**src/hdl/gccd_pkg.sv**
```systemverilog
// Package: shared types and constants for the GLB container chunk deframer.
`default_nettype none
package gccd_pkg;

	localparam logic [31:0] CONTAINER_MAGIC  = 32'h4654_6C67;
	localparam logic [31:0] GLB_TYPE_JSON    = 32'h4E4F_534A;
	localparam logic [31:0] GLB_TYPE_BIN     = 32'h004E_4942;
	localparam logic [31:0] EXPECTED_VERSION = 32'd2;
	localparam logic [31:0] FILE_HDR_LEN     = 32'd12;
	localparam logic [31:0] CHUNK_HDR_LEN    = 32'd8;

	localparam logic [31:0] POS_MAGIC_END   = 32'd3;
	localparam logic [31:0] POS_VERSION_END = 32'd7;
	localparam logic [31:0] POS_FILE_LAST   = 32'd11;
	localparam logic [31:0] HDR_LEN_DONE    = 32'd5;

	typedef enum logic [1:0] {
		PH_FILE,
		PH_CHDR,
		PH_PAY,
		PH_IGN
	} phase_t;

	typedef logic [2:0] byte_class_t;
	localparam byte_class_t CLS_FILE  = 3'd0;
	localparam byte_class_t CLS_CHDR  = 3'd1;
	localparam byte_class_t CLS_JSON  = 3'd2;
	localparam byte_class_t CLS_BIN   = 3'd3;
	localparam byte_class_t CLS_OTHER = 3'd4;
	localparam byte_class_t CLS_IGN   = 3'd5;

	typedef logic [1:0] status_t;
	localparam status_t ST_OK        = 2'd0;
	localparam status_t ST_TOO_SHORT = 2'd1;
	localparam status_t ST_BAD_MAGIC = 2'd2;
	localparam status_t ST_NO_JSON   = 2'd3;

endpackage
`default_nettype wire

```
**src/hdl/gccd_cfg_if.sv**
```systemverilog
// Interface: configuration write channel carrying the stream length.
`default_nettype none
interface gccd_cfg_if;
	logic        valid;
	logic        ready;
	logic [31:0] data;

	modport source (output valid, output data, input ready);
	modport sink (input valid, input data, output ready);
endinterface
`default_nettype wire

```
**src/hdl/gccd_in_if.sv**
```systemverilog
// Interface: input byte channel.
`default_nettype none
interface gccd_in_if;
	logic       valid;
	logic       ready;
	logic [7:0] data_byte;

	modport source (output valid, output data_byte, input ready);
	modport sink (input valid, input data_byte, output ready);
endinterface
`default_nettype wire

```
**src/hdl/gccd_out_if.sv**
```systemverilog
// Interface: tagged output byte channel.
`default_nettype none
interface gccd_out_if;
	logic       valid;
	logic       ready;
	logic [7:0] out_byte;
	logic [2:0] byte_class;
	logic       chunk_start;
	logic       stream_done;
	logic [1:0] status;
	logic       version_warning;

	modport source (output valid, output out_byte, output byte_class, output chunk_start,
		output stream_done, output status, output version_warning, input ready);
	modport sink (input valid, input out_byte, input byte_class, input chunk_start,
		input stream_done, input status, input version_warning, output ready);
endinterface
`default_nettype wire

```
**src/hdl/glb_container_chunk_deframer.sv**
```systemverilog
// Top level: GLB container deframer, tags each byte with its role in the container.
//
//  channel | dir | payload                                   | transfer when
//  cfg     | in  | data: stream_length (32)                  | valid && ready
//  din     | in  | data_byte (8)                             | valid && ready
//  dout    | out | out_byte, byte_class, chunk_start,        | valid && ready
//          |     | stream_done, status, version_warning      |
//
// One byte per cycle while dout takes results; a byte's result appears in the output register in the
// cycle after its transfer. Parse state updates in the transfer cycle.
// din.ready is low only while the output register holds a result dout does not take.
// cfg.ready is always high. Reset clears all parse state and stream_length.
`default_nettype none
module glb_container_chunk_deframer
	import gccd_pkg::*;
(
	input wire logic    clk,
	input wire logic    arst_n,
	gccd_cfg_if.sink    cfg,
	gccd_in_if.sink     din,
	gccd_out_if.source  dout
);

	logic [31:0] stream_length_q;
	logic [31:0] byte_position_q;
	phase_t      phase_q;
	logic [31:0] word_shift_q;
	logic [31:0] chunk_length_q;
	logic [31:0] chunk_type_q;
	logic [31:0] remaining_q;
	logic        json_seen_q;
	logic        bad_magic_q;
	logic        ver_warn_q;

	logic        out_valid_q;
	logic [7:0]  out_byte_q;
	byte_class_t out_class_q;
	logic        out_start_q;
	logic        out_done_q;
	status_t     out_status_q;
	logic        out_warn_q;

	logic        in_xfer;
	logic        active;
	logic [31:0] left;
	logic [31:0] left_after;
	logic [31:0] ws_n;

	phase_t      phase_n;
	logic [31:0] chunk_length_n;
	logic [31:0] chunk_type_n;
	logic [31:0] remaining_n;
	logic        json_seen_n;
	logic        bad_magic_n;
	logic        ver_warn_n;
	byte_class_t cls;
	logic        start;
	logic        done;
	status_t     status;

	assign cfg.ready = 1'b1;
	assign din.ready = !out_valid_q || dout.ready;
	assign in_xfer   = din.valid && din.ready;

	assign active     = byte_position_q < stream_length_q;
	assign left       = stream_length_q - byte_position_q;
	assign left_after = left - 32'd1;
	assign ws_n       = {din.data_byte, word_shift_q[31:8]};

	always_comb begin
		phase_n        = phase_q;
		chunk_length_n = chunk_length_q;
		chunk_type_n   = chunk_type_q;
		remaining_n    = remaining_q;
		json_seen_n    = json_seen_q;
		bad_magic_n    = bad_magic_q;
		ver_warn_n     = ver_warn_q;
		cls            = CLS_IGN;
		start          = 1'b0;
		done           = 1'b0;
		status         = ST_OK;
		if (active) begin
			unique case (phase_q)
				PH_FILE: begin
					cls = CLS_FILE;
					if (byte_position_q == POS_MAGIC_END && ws_n != CONTAINER_MAGIC) begin
						bad_magic_n = 1'b1;
						phase_n     = PH_IGN;
					end else begin
						if (byte_position_q == POS_VERSION_END && ws_n != EXPECTED_VERSION)
							ver_warn_n = 1'b1;
						if (byte_position_q >= POS_FILE_LAST) begin
							phase_n     = PH_CHDR;
							remaining_n = CHUNK_HDR_LEN;
						end
					end
				end
				PH_CHDR: begin
					if (remaining_q == CHUNK_HDR_LEN && left < CHUNK_HDR_LEN) begin
						phase_n = PH_IGN;
					end else begin
						cls = CLS_CHDR;
						if (remaining_q == HDR_LEN_DONE)
							chunk_length_n = ws_n;
						if (remaining_q <= 32'd1) begin
							chunk_type_n = ws_n;
							if (chunk_length_q <= left_after) begin
								if (ws_n == GLB_TYPE_JSON)
									json_seen_n = chunk_length_q != 32'd0;
								if (chunk_length_q == 32'd0) begin
									remaining_n = CHUNK_HDR_LEN;
								end else begin
									phase_n     = PH_PAY;
									remaining_n = chunk_length_q;
								end
							end else begin
								phase_n = PH_IGN;
							end
						end else begin
							remaining_n = remaining_q - 32'd1;
						end
					end
				end
				PH_PAY: begin
					priority if (chunk_type_q == GLB_TYPE_JSON)
						cls = CLS_JSON;
					else if (chunk_type_q == GLB_TYPE_BIN)
						cls = CLS_BIN;
					else
						cls = CLS_OTHER;
					start = remaining_q == chunk_length_q;
					if (remaining_q <= 32'd1) begin
						phase_n     = PH_CHDR;
						remaining_n = CHUNK_HDR_LEN;
					end else begin
						remaining_n = remaining_q - 32'd1;
					end
				end
				PH_IGN: begin
					cls = CLS_IGN;
				end
				default: begin
					phase_n = PH_IGN;
				end
			endcase
			if (left == 32'd1) begin
				done = 1'b1;
				priority if (stream_length_q < FILE_HDR_LEN)
					status = ST_TOO_SHORT;
				else if (bad_magic_n)
					status = ST_BAD_MAGIC;
				else if (!json_seen_n)
					status = ST_NO_JSON;
				else
					status = ST_OK;
			end
		end
	end

	always_ff @(posedge clk or negedge arst_n) begin
		if (!arst_n) begin
			stream_length_q <= '0;
		end else if (cfg.valid && cfg.ready) begin
			stream_length_q <= cfg.data;
		end
	end

	always_ff @(posedge clk or negedge arst_n) begin
		if (!arst_n) begin
			byte_position_q <= '0;
			phase_q         <= PH_FILE;
			word_shift_q    <= '0;
			chunk_length_q  <= '0;
			chunk_type_q    <= '0;
			remaining_q     <= '0;
			json_seen_q     <= 1'b0;
			bad_magic_q     <= 1'b0;
			ver_warn_q      <= 1'b0;
		end else if (in_xfer && active) begin
			byte_position_q <= byte_position_q + 32'd1;
			phase_q         <= phase_n;
			word_shift_q    <= ws_n;
			chunk_length_q  <= chunk_length_n;
			chunk_type_q    <= chunk_type_n;
			remaining_q     <= remaining_n;
			json_seen_q     <= json_seen_n;
			bad_magic_q     <= bad_magic_n;
			ver_warn_q      <= ver_warn_n;
		end
	end

	always_ff @(posedge clk or negedge arst_n) begin
		if (!arst_n) begin
			out_valid_q <= 1'b0;
		end else if (din.ready) begin
			out_valid_q <= din.valid;
		end
	end

	always_ff @(posedge clk) begin
		if (in_xfer) begin
			out_byte_q   <= din.data_byte;
			out_class_q  <= cls;
			out_start_q  <= start;
			out_done_q   <= done;
			out_status_q <= status;
			out_warn_q   <= ver_warn_n;
		end
	end

	assign dout.valid           = out_valid_q;
	assign dout.out_byte        = out_byte_q;
	assign dout.byte_class      = out_class_q;
	assign dout.chunk_start     = out_start_q;
	assign dout.stream_done     = out_done_q;
	assign dout.status          = out_status_q;
	assign dout.version_warning = out_warn_q;

	a_pay_nonzero: assert property (@(posedge clk) disable iff (!arst_n)
		phase_q == PH_PAY |-> remaining_q != 32'd0)
		else $error("payload phase with zero bytes remaining");

	a_chdr_range: assert property (@(posedge clk) disable iff (!arst_n)
		phase_q == PH_CHDR |-> (remaining_q >= 32'd1 && remaining_q <= CHUNK_HDR_LEN))
		else $error("chunk header counter out of range");

	a_start_payload: assert property (@(posedge clk) disable iff (!arst_n)
		out_valid_q && out_start_q |->
			(out_class_q == CLS_JSON || out_class_q == CLS_BIN || out_class_q == CLS_OTHER))
		else $error("chunk start on a non-payload byte");

	a_status_idle: assert property (@(posedge clk) disable iff (!arst_n)
		out_valid_q && !out_done_q |-> out_status_q == ST_OK)
		else $error("status reported without done");

	a_magic_ignore: assert property (@(posedge clk) disable iff (!arst_n)
		bad_magic_q |-> phase_q == PH_IGN)
		else $error("parsing continued after bad magic");

endmodule
`default_nettype wire

```
**src/flat_wrapper.sv**
```systemverilog
// flat-port wrapper written by rule: the top's interface ports become plain ports
module glb_container_chunk_deframer_flat import gccd_pkg::*;
  (clk, arst_n, cfg_valid, cfg_data, cfg_ready, din_valid, din_data_byte, din_ready, dout_valid, dout_out_byte, dout_byte_class, dout_chunk_start, dout_stream_done, dout_status, dout_version_warning, dout_ready);
  gccd_cfg_if cfg_i ();
  gccd_in_if din_i ();
  gccd_out_if dout_i ();
  input wire logic clk;
  input wire logic arst_n;
  input wire logic [$bits(cfg_i.valid)-1:0] cfg_valid;
  input wire logic [$bits(cfg_i.data)-1:0] cfg_data;
  output wire logic [$bits(cfg_i.ready)-1:0] cfg_ready;
  input wire logic [$bits(din_i.valid)-1:0] din_valid;
  input wire logic [$bits(din_i.data_byte)-1:0] din_data_byte;
  output wire logic [$bits(din_i.ready)-1:0] din_ready;
  output wire logic [$bits(dout_i.valid)-1:0] dout_valid;
  output wire logic [$bits(dout_i.out_byte)-1:0] dout_out_byte;
  output wire logic [$bits(dout_i.byte_class)-1:0] dout_byte_class;
  output wire logic [$bits(dout_i.chunk_start)-1:0] dout_chunk_start;
  output wire logic [$bits(dout_i.stream_done)-1:0] dout_stream_done;
  output wire logic [$bits(dout_i.status)-1:0] dout_status;
  output wire logic [$bits(dout_i.version_warning)-1:0] dout_version_warning;
  input wire logic [$bits(dout_i.ready)-1:0] dout_ready;
  assign cfg_i.valid = cfg_valid;
  assign cfg_i.data = cfg_data;
  assign cfg_ready = cfg_i.ready;
  assign din_i.valid = din_valid;
  assign din_i.data_byte = din_data_byte;
  assign din_ready = din_i.ready;
  assign dout_valid = dout_i.valid;
  assign dout_out_byte = dout_i.out_byte;
  assign dout_byte_class = dout_i.byte_class;
  assign dout_chunk_start = dout_i.chunk_start;
  assign dout_stream_done = dout_i.stream_done;
  assign dout_status = dout_i.status;
  assign dout_version_warning = dout_i.version_warning;
  assign dout_i.ready = dout_ready;
  glb_container_chunk_deframer u_core (.clk(clk), .arst_n(arst_n), .cfg(cfg_i), .din(din_i), .dout(dout_i));
endmodule
```
**config.mk**
```make
export PLATFORM = sky130hd
export DESIGN_NAME = glb_container_chunk_deframer_flat
export DESIGN_NICKNAME = d
export VERILOG_FILES = /design/src/hdl/gccd_pkg.sv /design/src/hdl/gccd_cfg_if.sv /design/src/hdl/gccd_in_if.sv /design/src/hdl/gccd_out_if.sv /design/src/hdl/glb_container_chunk_deframer.sv /design/src/flat_wrapper.sv
export SDC_FILE = /design/constraint.sdc
export NUM_CORES = 1
export LEC_CHECK = 0
export BUFFER_PORTS_ARGS = -buffer_cell sky130_fd_sc_hd__buf_2
export CORE_MARGIN = 3
export CORE_UTILIZATION = 48
export CTS_CLUSTER_DIAMETER = 100
export DETAILED_ROUTE_END_ITERATION = 8
export HOLD_SLACK_MARGIN = 0.06
export PLACE_DENSITY_LB_ADDON = 0.15
export SYNTH_ARGS = -nofsm -noshare
export SYNTH_HDL_FRONTEND = slang
export SYNTH_SLANG_ARGS = --single-unit
```
**constraint.sdc**
```tcl
create_clock -name clk -period 6.9 [get_ports clk]
set_input_delay 1.38 -clock clk [delete_from_list [all_inputs] [get_ports clk]]
set_output_delay 1.38 -clock clk [all_outputs]
set_load 0.02 [all_outputs]
```
[Yosys cells after proc, flatten, opt, wreduce, memory -nomap -nowiden]
Index checks and enable logic that the tools add are counted.
Cells by class
  eq/ne operators: 22
  reduce and logical (&&, ||, !) cells: 19
  order comparisons: 6
  multiplexer cells: 37
  $add $sub $neg: 4
  bitwise logic cells: 3
Operator list (count)
  32-bit two-way mux: 7
  32-bit case mux with 3 select lines: 1
  32-bit by 3-bit equality test with 1-bit output, second input constant: 2
  32-bit by 31-bit equality test with 1-bit output, second input constant: 2
  32-bit by 4-bit less-than comparator with 1-bit output, second input constant: 2
  32-bit by 1-bit subtractor with 32-bit output, second input constant: 2
  32-bit by 1-bit adder with 32-bit output, second input constant: 1
  32-bit by 1-bit equality test with 1-bit output, second input constant: 1
  32-bit by 2-bit equality test with 1-bit output, second input constant: 1
  32-bit by 23-bit equality test with 1-bit output, second input constant: 1
  32-bit equality test: 1
  32-bit by 4-bit equality test with 1-bit output, second input constant: 1
  32-bit by 4-bit greater-or-equal comparator with 1-bit output, second input constant: 1
  32-bit by 1-bit less-or-equal comparator with 1-bit output, second input constant: 1
  32-bit less-or-equal comparator: 1
  32-bit zero test: 1
  32-bit less-than comparator: 1
  32-bit by 2-bit inequality test with 1-bit output, second input constant: 1
  32-bit by 31-bit inequality test with 1-bit output, second input constant: 1
  32-bit nonzero test: 1
  32-bit subtractor: 1
  2-bit two-way mux: 9
  1-bit two-way mux: 15
  7-bit AND reduction: 2
  19 further kinds: 34
Word-level totals
  input bits: 45
  register bits: 214
  logic and storage cells: 109
  output and inout bits: 19

[Logic depth before layout (Yosys ltp)]
Gate-level depths: netlist (run 1).
  word-level depth: 11
  gate-level depth with buffers: 28
  depth with buffers taken out: 24

[Least setup slack after synthesis (run 1)]
Ideal clock, no wire load.
  path kind: reg-to-reg
  start: register u_core.byte_position_q[0]
  end: register u_core.remaining_q[10]
  library setup time: 0.128 ns
  data arrival time: 5.715 ns
  path slack: 1.057 ns
  cell stages (with the launch flop): 26
  buffers on the path: 2
  clock period less this slack: 5.843 ns
  required time: 6.772 ns
  cells stage by stage: dfrtp_1 -> ha_1 -> fa_1 -> and2b_1 -> o2111ai_1 -> a21o_1 -> a2111oi_2 -> o21a_1 -> o2111ai_1 -> or4_1 -> or3_1 -> buf_6 -> nor4_2 -> xor2_1 -> ha_1 -> nand4_1 -> nor2_1 -> and4_1 -> and3_1 -> a21bo_2 -> and4_1 -> nor2_1 -> a21bo_2 -> clkbuf_1 -> nor2_2 -> mux2_1
On the way
  cells in the longest elaborated chain, start to end: 5
  elaborated cells on any way between the ends: 15
  classes of those cells: add/sub (2); order compare (4); eq/ne (5); reduce/logical (4)
Ends and longest elaborated chain
  start, declared: RTL line glb_container_chunk_deframer.sv:25  | logic [31:0] byte_position_q;
  start signal, assigned: RTL line glb_container_chunk_deframer.sv:180  | byte_position_q <= byte_position_q + 32'd1;
  32-bit subtractor: RTL line glb_container_chunk_deframer.sv:66  | assign left = stream_length_q - byte_position_q;
  32-bit by 1-bit subtractor with 32-bit output / 32-bit by 4-bit less-than comparator with 1-bit output (equally long branches): RTL line glb_container_chunk_deframer.sv:67, glb_container_chunk_deframer.sv:99
  32-bit less-or-equal comparator / 1-bit logical AND (equally long branches): RTL line glb_container_chunk_deframer.sv:107, glb_container_chunk_deframer.sv:99
  3-bit inequality test (no line) / 2-bit inequality test (equally long branches)
  7-bit AND reduction (no line) (*)
  end signal, assigned: RTL line glb_container_chunk_deframer.sv:185  | remaining_q <= remaining_n;
  end, declared: RTL line glb_container_chunk_deframer.sv:30  | logic [31:0] remaining_q;
Mark *: on every way between the ends. The rest lies on a longest branch, timed or not.
A chain may end at the register's enable or synchronous reset.

[Worst setup path in the final report (run 1)]
  start: register u_core.byte_position_q[0]
  end: register u_core.remaining_q[24]
The elaborated chain is that of the path after synthesis.

==> reports/results.tsv, run 1 <==
stage	metric	value	unit
floorplanning	CORE AREA	28200	um2
grt	grt ovf	0	
timing	headroom to the max-slew limit	24.4	%
place	gp weighted congestion	0.961	
logic_synthesis	cell taking the most area after synthesis	dfrtp_1	
logic_synthesis	asr flop ratio synth	92.2	%
clocking	worst skew pair latency	520	ps
finish	nets@finish	1665	
clocking	clock root cell	clkbuf_16	
grt	initial antenna violation count	1	
finish	Inserted Diodes	0	
pwr	Lkg Pwr	6.94	nW
floorplanning	DIE AREA	31100	um2
logic_synthesis	number of synthesized register bits	206	
detailed_routing	Antenna Nets Post-Route	0	
finish	P&R area growth vs syn	10.2	%
floorplanning	Chip Height	176	um
detailed_routing	DR iter-0 viols	930	
logic_synthesis	synth warn	0	
pwr	Max IR drop VDD	0.196	mV
clocking	hold buffer count at CTS	0	
critical_path	R2R Setup Slk	470	ps
critical_path	crit path max fanout	14	
floorplanning	cell row count	61	
timing	hold slack	454	ps
floorplanning	chip width	176	um
logic_synthesis	ys flop type	dfrtp_1	
grt	largest net degree at the start of global routing	73	
place	Port Buffer Count	62	
detailed_routing	via density per instance	6.11	
critical_path	crit path capture type	register	
detailed_routing	DRT Wirelength	41400	um
grt	first-pass GRT wire length	65500	um
clocking	clk sinks	206	
timing	ratio of final minimum period to clock period	93.1	%
timing	TNS Setup	0	ps
worst_hold_path	worst hold stages	1	
clocking	CTS Buf Count	23	
logic_synthesis	number of enable flip-flop cells after synthesis	16	
place	DPL Wire Length	31100	um
logic_synthesis	Post-Syn Area	13900	um2
timing	final setup violation count	0	
critical_path	crit path launch type	register	
critical_path	Critical R2R Launch	u_core.byte_position_q[0]$_DFFE_PN0P_	
worst_hold_path	critical hold path startpoint	u_core.ver_warn_q$_DFFE_PN0P_	
job	Max Cap Viol	0	
timing	worst-margin pin slew	1130	ps
timing	final hold vios	0	
detailed_routing	vias	11800	
floorplanning	Initial Utilization	49.4	%
finish	fill count	2562	
clocking	H-tree level count	1	
logic_synthesis	Cells after Synth	1501	
detailed_routing	DRC Markers	0	
floorplanning	I/O pin count	64	
clocking	Worst-path clk slew	60	ps
critical_path	worst path arrival time	6860	ps
critical_path	cells on worst reg2reg path	24	
grt	gr usage total	26.5	%
clocking	clock buffer depth	3	
critical_path	WP data required	7330	ps
logic_synthesis	syn avg cell area	9.27	um2
finish	layout cell share with drive strength beyond 1	16.8	%
detailed_routing	post-DR wirelength/cell	21.4	um
logic_synthesis	Mapped Nets	1622	
clocking	CTS tree	done	
logic_synthesis	Area contributors post-synth	dfrtp_1 34%, mux2_2 7.8%, ha_1 6.7%, nand2_1 5.1%, a21oi_1 3.8%	
pwr	cell area power density	258	nW/um2
status	outcome	completed	
logic_synthesis	Synth top area share	34.2	%
grt	vias in the first global route	11500	
timing	Max Clk Rate	156	MHz
finish	area of the multi-input gates	8160	um2
critical_path	crit path from	u_core.byte_position_q[0]$_DFFE_PN0P_	
detailed_routing	TritonRoute pass-1 iters	5	
timing	Tmin final	6430	ps
critical_path	CP Class	reg2reg	
timing	unrepaired setup endpoints after global routing	no	
logic_synthesis	number of distinct library cells after synthesis	94	
finish	Reg area	5240	um2
timing	Final Max Tran Viols	0	
logic_synthesis	Seq/Total Area, Yosys	37.6	%
logic_synthesis	most frequent cells after synthesis	190 x dfrtp_1, 189 x nand2_1, 106 x a21oi_1	
logic_synthesis	most numerous cell in the Yosys netlist	dfrtp_1	
timing	Max Clock Skew	12.5	ps
worst_hold_path	Hold Path Class	reg2reg	
==> per-layer routing <==
layer  track usage (%)  vias to the layer above  wire length, um
met1              36.9                     5741            18600
met5                 0                        -               17
li1                  -                     5581                -
met3              3.27                      127             2060
met2              41.7                      392            18500
met4              11.6                        2             2220
==> layout make-up <==
class	instances	share of cell area, %
multi-input combinational	1162	53.2
sequential	206	34.1
clock buffer	35	4.44
timing repair buffer	86	3.25
tap	378	3.08
inverter	65	1.59
clock inverter	6	0.277
==> critical path, stage by stage (launching register included) <==
cell       delay [ps]
dfrtp_1           420
ha_1              240
fa_1              420
and2b_1           300
o2111ai_1         170
a21o_1            290
a21oi_2           220
mux2i_1           140
a211o_1           350
nor4_1            600
nand3b_1          190
or3_1             360
xor2_1            150
ha_1              300
nand4_1            80
nor2_1            130
and4_1            230
and3_1            190
a21bo_2           220
and4_1            220
nor2_1            240
a21bo_2           330
nor2_4            130
buf_4             250
a21oi_1           160
==> metrics by stage <==
step / setup slack [ps] / area, um2 / total power [mW] / cells / utilization (%)
finish: 474 / 15300 / 3.96 / 1938 / 54.5
global route: 12.8 / 15300 / 4.19 / 1938 / 54.5
CTS: 383 / 15300 / 3.97 / 1938 / 54.4
detailed placement: 420 / 14600 / 2.78 / 1897 / 51.8
global placement: 509 / 14600 / 2.76 / 1897 / 51.8
floorplan: 1060 / 13900 / 2.40 / 1501 / -
==> worst paths after layout <==
kind                                                           to
max                            u_core.remaining_q[24]$_DFFE_PN0P_
min                                 u_core.ver_warn_q$_DFFE_PN0P_
max reg2reg                    u_core.remaining_q[24]$_DFFE_PN0P_
min reg2reg                         u_core.ver_warn_q$_DFFE_PN0P_
max in group asynchronous  u_core.byte_position_q[16]$_DFFE_PN0P_
min in group asynchronous     u_core.chunk_type_q[24]$_DFFE_PN0P_
==> cells by family (layout without fill, tap and decap cells) <==
| kind of cell | count (synthesis) | after routing | share of synthesized area, % |
|---|---|---|---|
| adder cells (fa/ha/maj) | 76 | 76 | 6.89 |
| XOR/XNOR | 114 | 114 | 7.18 |
| AND/OR/NAND/NOR | 560 | 560 | 20.9 |
| multiplexers | 104 | 104 | 8.37 |
| other | 1 | 1 | 0.0270 |
| buffers and inverters | 133 | 192 | 3.94 |
| flip-flops | 206 | 206 | 37.6 |
| AO/OA/AOI/OAI | 307 | 307 | 15.0 |
==> flip-flops by register name, summed over array words and instances, names as in the netlist <==
name                         flops
u_core.dout.out_byte             8
u_core.dout.status               2
u_core.dout.version_warning      1
u_core.chunk_length_q           32
u_core.bad_magic_q               1
u_core.json_seen_q               1
u_core.word_shift_q             24
u_core.dout.stream_done          1
u_core.dout.chunk_start          1
u_core.phase_q                   2
u_core.ver_warn_q                1
u_core.byte_position_q          32
u_core.chunk_type_q             32
u_core.remaining_q              32
u_core.dout.byte_class           3
u_core.dout.valid                1
u_core.stream_length_q          32
==> what timing repair did <==
action | CTS | global route
setup endpoints to repair | 0 | 18
setup buffers | 0 | 0
resized for setup | 0 | 4
==> layout by cell type, fill, tap and decap left out, drive strengths merged, types with 55 or more instances in the layout <==
master	count
xor2	55
a21oi	108
buf	85
inv	65
dfrtp	190
nand2	190
ha	75
nor2	72
mux2	99
nor4	64
xnor2	59
==> power breakdown <==
| part | switching (mW) | internal [mW] | total (mW) | leakage, nW |
|---|---|---|---|---|
| Combinational | 0.717 | 0.487 | 1.20 | 3.96 |
| Sequential | 0.224 | 1.35 | 1.58 | 2.63 |
| Clock | 0.498 | 0.679 | 1.18 | 0.350 |
| Total | 1.44 | 2.52 | 3.96 | 6.94 |
Note: power is estimated with default switching activity, not from simulation.
==> run 2: changes to the inputs <==
--- a/config.mk
+++ b/config.mk
@@ -11,7 +11,8 @@
 export CTS_CLUSTER_DIAMETER = 100
 export DETAILED_ROUTE_END_ITERATION = 8
 export HOLD_SLACK_MARGIN = 0.06
-export PLACE_DENSITY_LB_ADDON = 0.15
+export MAX_ROUTING_LAYER = met4
 export SYNTH_ARGS = -nofsm -noshare
 export SYNTH_HDL_FRONTEND = slang
 export SYNTH_SLANG_ARGS = --single-unit
+export TNS_END_PERCENT = 10
==> run 2 against run 1 <==
Net effect:
- first-iteration DRC count up 29%
- register-to-register slack got worse by 40 ps
- combinational power about the same
- cell count fell by 0.15%
- via count fell by 0.96%
- non-clock buffer count is 4 lower
- die area unchanged
- clock-buffer cell count is 1 higher
==> reports/results.tsv, run 2 (synthesized netlist as in run 1, its figures left out) <==
stage	metric	value	unit	change
status	outcome	completed		unchanged
finish	post-route cell area	15300	um2	about the same
grt	initial antenna violation count	0		was 1
finish	fill count	2542		was 2,562
detailed_routing	TritonRoute pass-1 iters	7		was 5
place	DPL Wire Length	30900	um	was 31,100 um
grt	met1 Use GR	35.3	%	was 36.9%
job	Max Cap Viol	0		unchanged
timing	setup ws final	439	ps	was 474 ps
timing	Max Clk Rate	155	MHz	was 156 MHz
finish	Inserted Diodes	0		unchanged
floorplanning	CORE AREA	28200	um2	unchanged
finish	layout cell share with drive strength beyond 1	16.4	%	was 16.8%
timing	headroom to the max-slew limit	29.3	%	was 24.4%
finish	area of the multi-input gates	8160	um2	about the same
grt	grt ovf	0		unchanged
grt	M2 GR Usage	43.2	%	was 41.7%
timing	Final Max Tran Viols	0		unchanged
clocking	hold buffer count at CTS	0		unchanged
worst_hold_path	Hold Path Class	reg2reg		unchanged
pwr	cell area power density	257	nW/um2	was 258 nW/um2
clocking	H-tree level count	1		unchanged
timing	ratio of final minimum period to clock period	93.6	%	was 93.1%
clocking	clk sinks	206		unchanged
grt	global route hottest layer	met2		unchanged
critical_path	CP Capture Point	u_core.remaining_q[10]$_DFFE_PN0P_		was u_core.remaining_q[24]$_DFFE_PN0P_
grt	largest net degree at the start of global routing	87		was 73
grt	gr usage total	27.3	%	was 26.5%
detailed_routing	DRC Markers	0		unchanged
critical_path	crit path capture type	register		unchanged
place	placed insts	1893		was 1,897
clocking	CTS tree	done		unchanged
pwr	overall power	3.93	mW	was 3.96 mW
pwr	Lkg Pwr	6.93	nW	was 6.94 nW
place	Port Buffer Count	62		unchanged
timing	Max Clock Skew	18.4	ps	was 12.5 ps
finish	nets@finish	1661		was 1,665
pwr	Max IR drop VDD	0.202	mV	was 0.196 mV
critical_path	R2R Setup Slk	440	ps	was 470 ps
timing	Tmin final	6460	ps	was 6430 ps
timing	unrepaired setup endpoints after global routing	no		unchanged
clocking	Worst-path clk slew	60	ps	about the same
critical_path	cells on worst reg2reg path	23		was 24
timing	worst-margin pin slew	1060	ps	was 1130 ps
clocking	CTS Buf Count	23		unchanged
finish	Reg area	5240	um2	unchanged
floorplanning	chip width	176	um	unchanged
timing	final setup violation count	0		unchanged
grt	vias in the first global route	11600		was 11,500
floorplanning	DIE AREA	31100	um2	unchanged
detailed_routing	via density per instance	6.06		was 6.11
timing	hold slack	447	ps	was 454 ps
critical_path	crit path launch type	register		unchanged
floorplanning	Chip Height	176	um	unchanged
floorplanning	Initial Utilization	49.4	%	unchanged
critical_path	WP data required	7310	ps	was 7330 ps
detailed_routing	DRT Wirelength	41000	um	was 41,400 um
critical_path	CP Class	reg2reg		unchanged
clocking	setup repair bufs after CTS	0		unchanged
place	gp weighted congestion	0.949		was 0.961
critical_path	crit path from	u_core.byte_position_q[0]$_DFFE_PN0P_		unchanged
detailed_routing	vias	11700		was 11,800
detailed_routing	post-DR wirelength/cell	21.2	um	was 21.4 um
critical_path	worst path arrival time	6870	ps	was 6860 ps
detailed_routing	Antenna Nets Post-Route	0		unchanged
grt	first-pass GRT wire length	65400	um	was 65,500 um
clocking	clock buffer depth	3		unchanged
grt	grt met3 use	3.53	%	was 3.27%
finish	Core Util, Final	54.3	%	was 54.5%
place	dpl cell area	14600	um2	about the same
finish	P&R area growth vs syn	9.95	%	was 10.2%
finish	leading cell type in the layout, fill and taps excluded	dfrtp_1		unchanged
finish	most frequent cells in the layout	190 x dfrtp_1, 189 x nand2_1, 106 x a21oi_1, 96 x mux2_2, 75 x ha_1		unchanged
critical_path	Critical R2R Launch	u_core.byte_position_q[0]$_DFFE_PN0P_		unchanged
critical_path	crit path max fanout	9		was 14
timing	final hold vios	0		unchanged
clocking	worst skew pair latency	530	ps	was 520 ps
clocking	clock root cell	clkbuf_16		unchanged
timing	TNS Setup	0	ps	unchanged
floorplanning	I/O pin count	64		unchanged
detailed_routing	DR iter-0 viols	1200		was 930
place	dpl ws	474	ps	was 420 ps
critical_path	worst reg2reg endpoint	u_core.remaining_q[10]$_DFFE_PN0P_		was u_core.remaining_q[24]$_DFFE_PN0P_
finish	fin cells	1935		was 1,938
floorplanning	cell row count	61		unchanged
[run 2: changes by cell type in the layout (fill, tap and decap cells not counted), moves of 2 or more]
cell	before	now
buf_4	24	20
clkbuf_1	6	8
clkinv_4	2	0
clkinv_2	2	4
[run 2: timing repair]
item,CTS,global route
hold endpoints to repair,0,0
gates resized for setup,0,2
endpoints found under the setup margin,0,4
[run 2: cell type report]
class                      instances  share of cell area, %
clock inverter                     6                  0.311
clock buffer                      36                   4.41
sequential                       206                   34.2
tap                              378                   3.09
inverter                          65                   1.59
timing repair buffer              82                   3.07
multi-input combinational       1162                   53.3
[run 2: layer usage]
layer / part of all wire [%] / wire length (um)
met1: 43 / 17500
met2: 46 / 19000
met3: 5.7 / 2320
met4: 5.5 / 2270
met5: 0 / 0
[run 2: report_power, final]
group | switching, mW | total, mW | leakage [nW] | internal (mW)
Clock | 0.490 | 1.16 | 0.354 | 0.675
Combinational | 0.720 | 1.20 | 3.95 | 0.477
Sequential | 0.216 | 1.57 | 2.63 | 1.35
[run 2: how the worst min path moves through the flow]
stage	startpoint	endpoint	slack, ps	depth (start not counted)
3_3_place_gp	u_core.ver_warn_q$_DFFE_PN0P_	u_core.ver_warn_q$_DFFE_PN0P_	430	1
5_1_grt	u_core.ver_warn_q$_DFFE_PN0P_	u_core.ver_warn_q$_DFFE_PN0P_	470	1
3_5_place_dp	u_core.ver_warn_q$_DFFE_PN0P_	u_core.ver_warn_q$_DFFE_PN0P_	440	1
2_1_floorplan	u_core.ver_warn_q$_DFFE_PN0P_	u_core.ver_warn_q$_DFFE_PN0P_	420	1
4_1_cts	u_core.ver_warn_q$_DFFE_PN0P_	u_core.ver_warn_q$_DFFE_PN0P_	450	1
6_report	u_core.ver_warn_q$_DFFE_PN0P_	u_core.ver_warn_q$_DFFE_PN0P_	450	1
[run 2: worst max-delay path, stage by stage, from the launching register on]
cell and delay (ps):
dfrtp_1 420, ha_1 240, fa_1 420, and2b_1 310
o2111ai_1 180, a21o_1 280, a2111oi_2 460, o21a_1 200
o2111ai_1 150, or4_1 500, or3_1 490, nor4_2 210
xor2_1 170, ha_1 260, nand4_1 80, nor2_1 60
and4_1 210, and3_1 180, a21bo_2 190, and4_1 220
nor2_1 100, a21bo_2 240, nor2_2 420, mux2_1 370
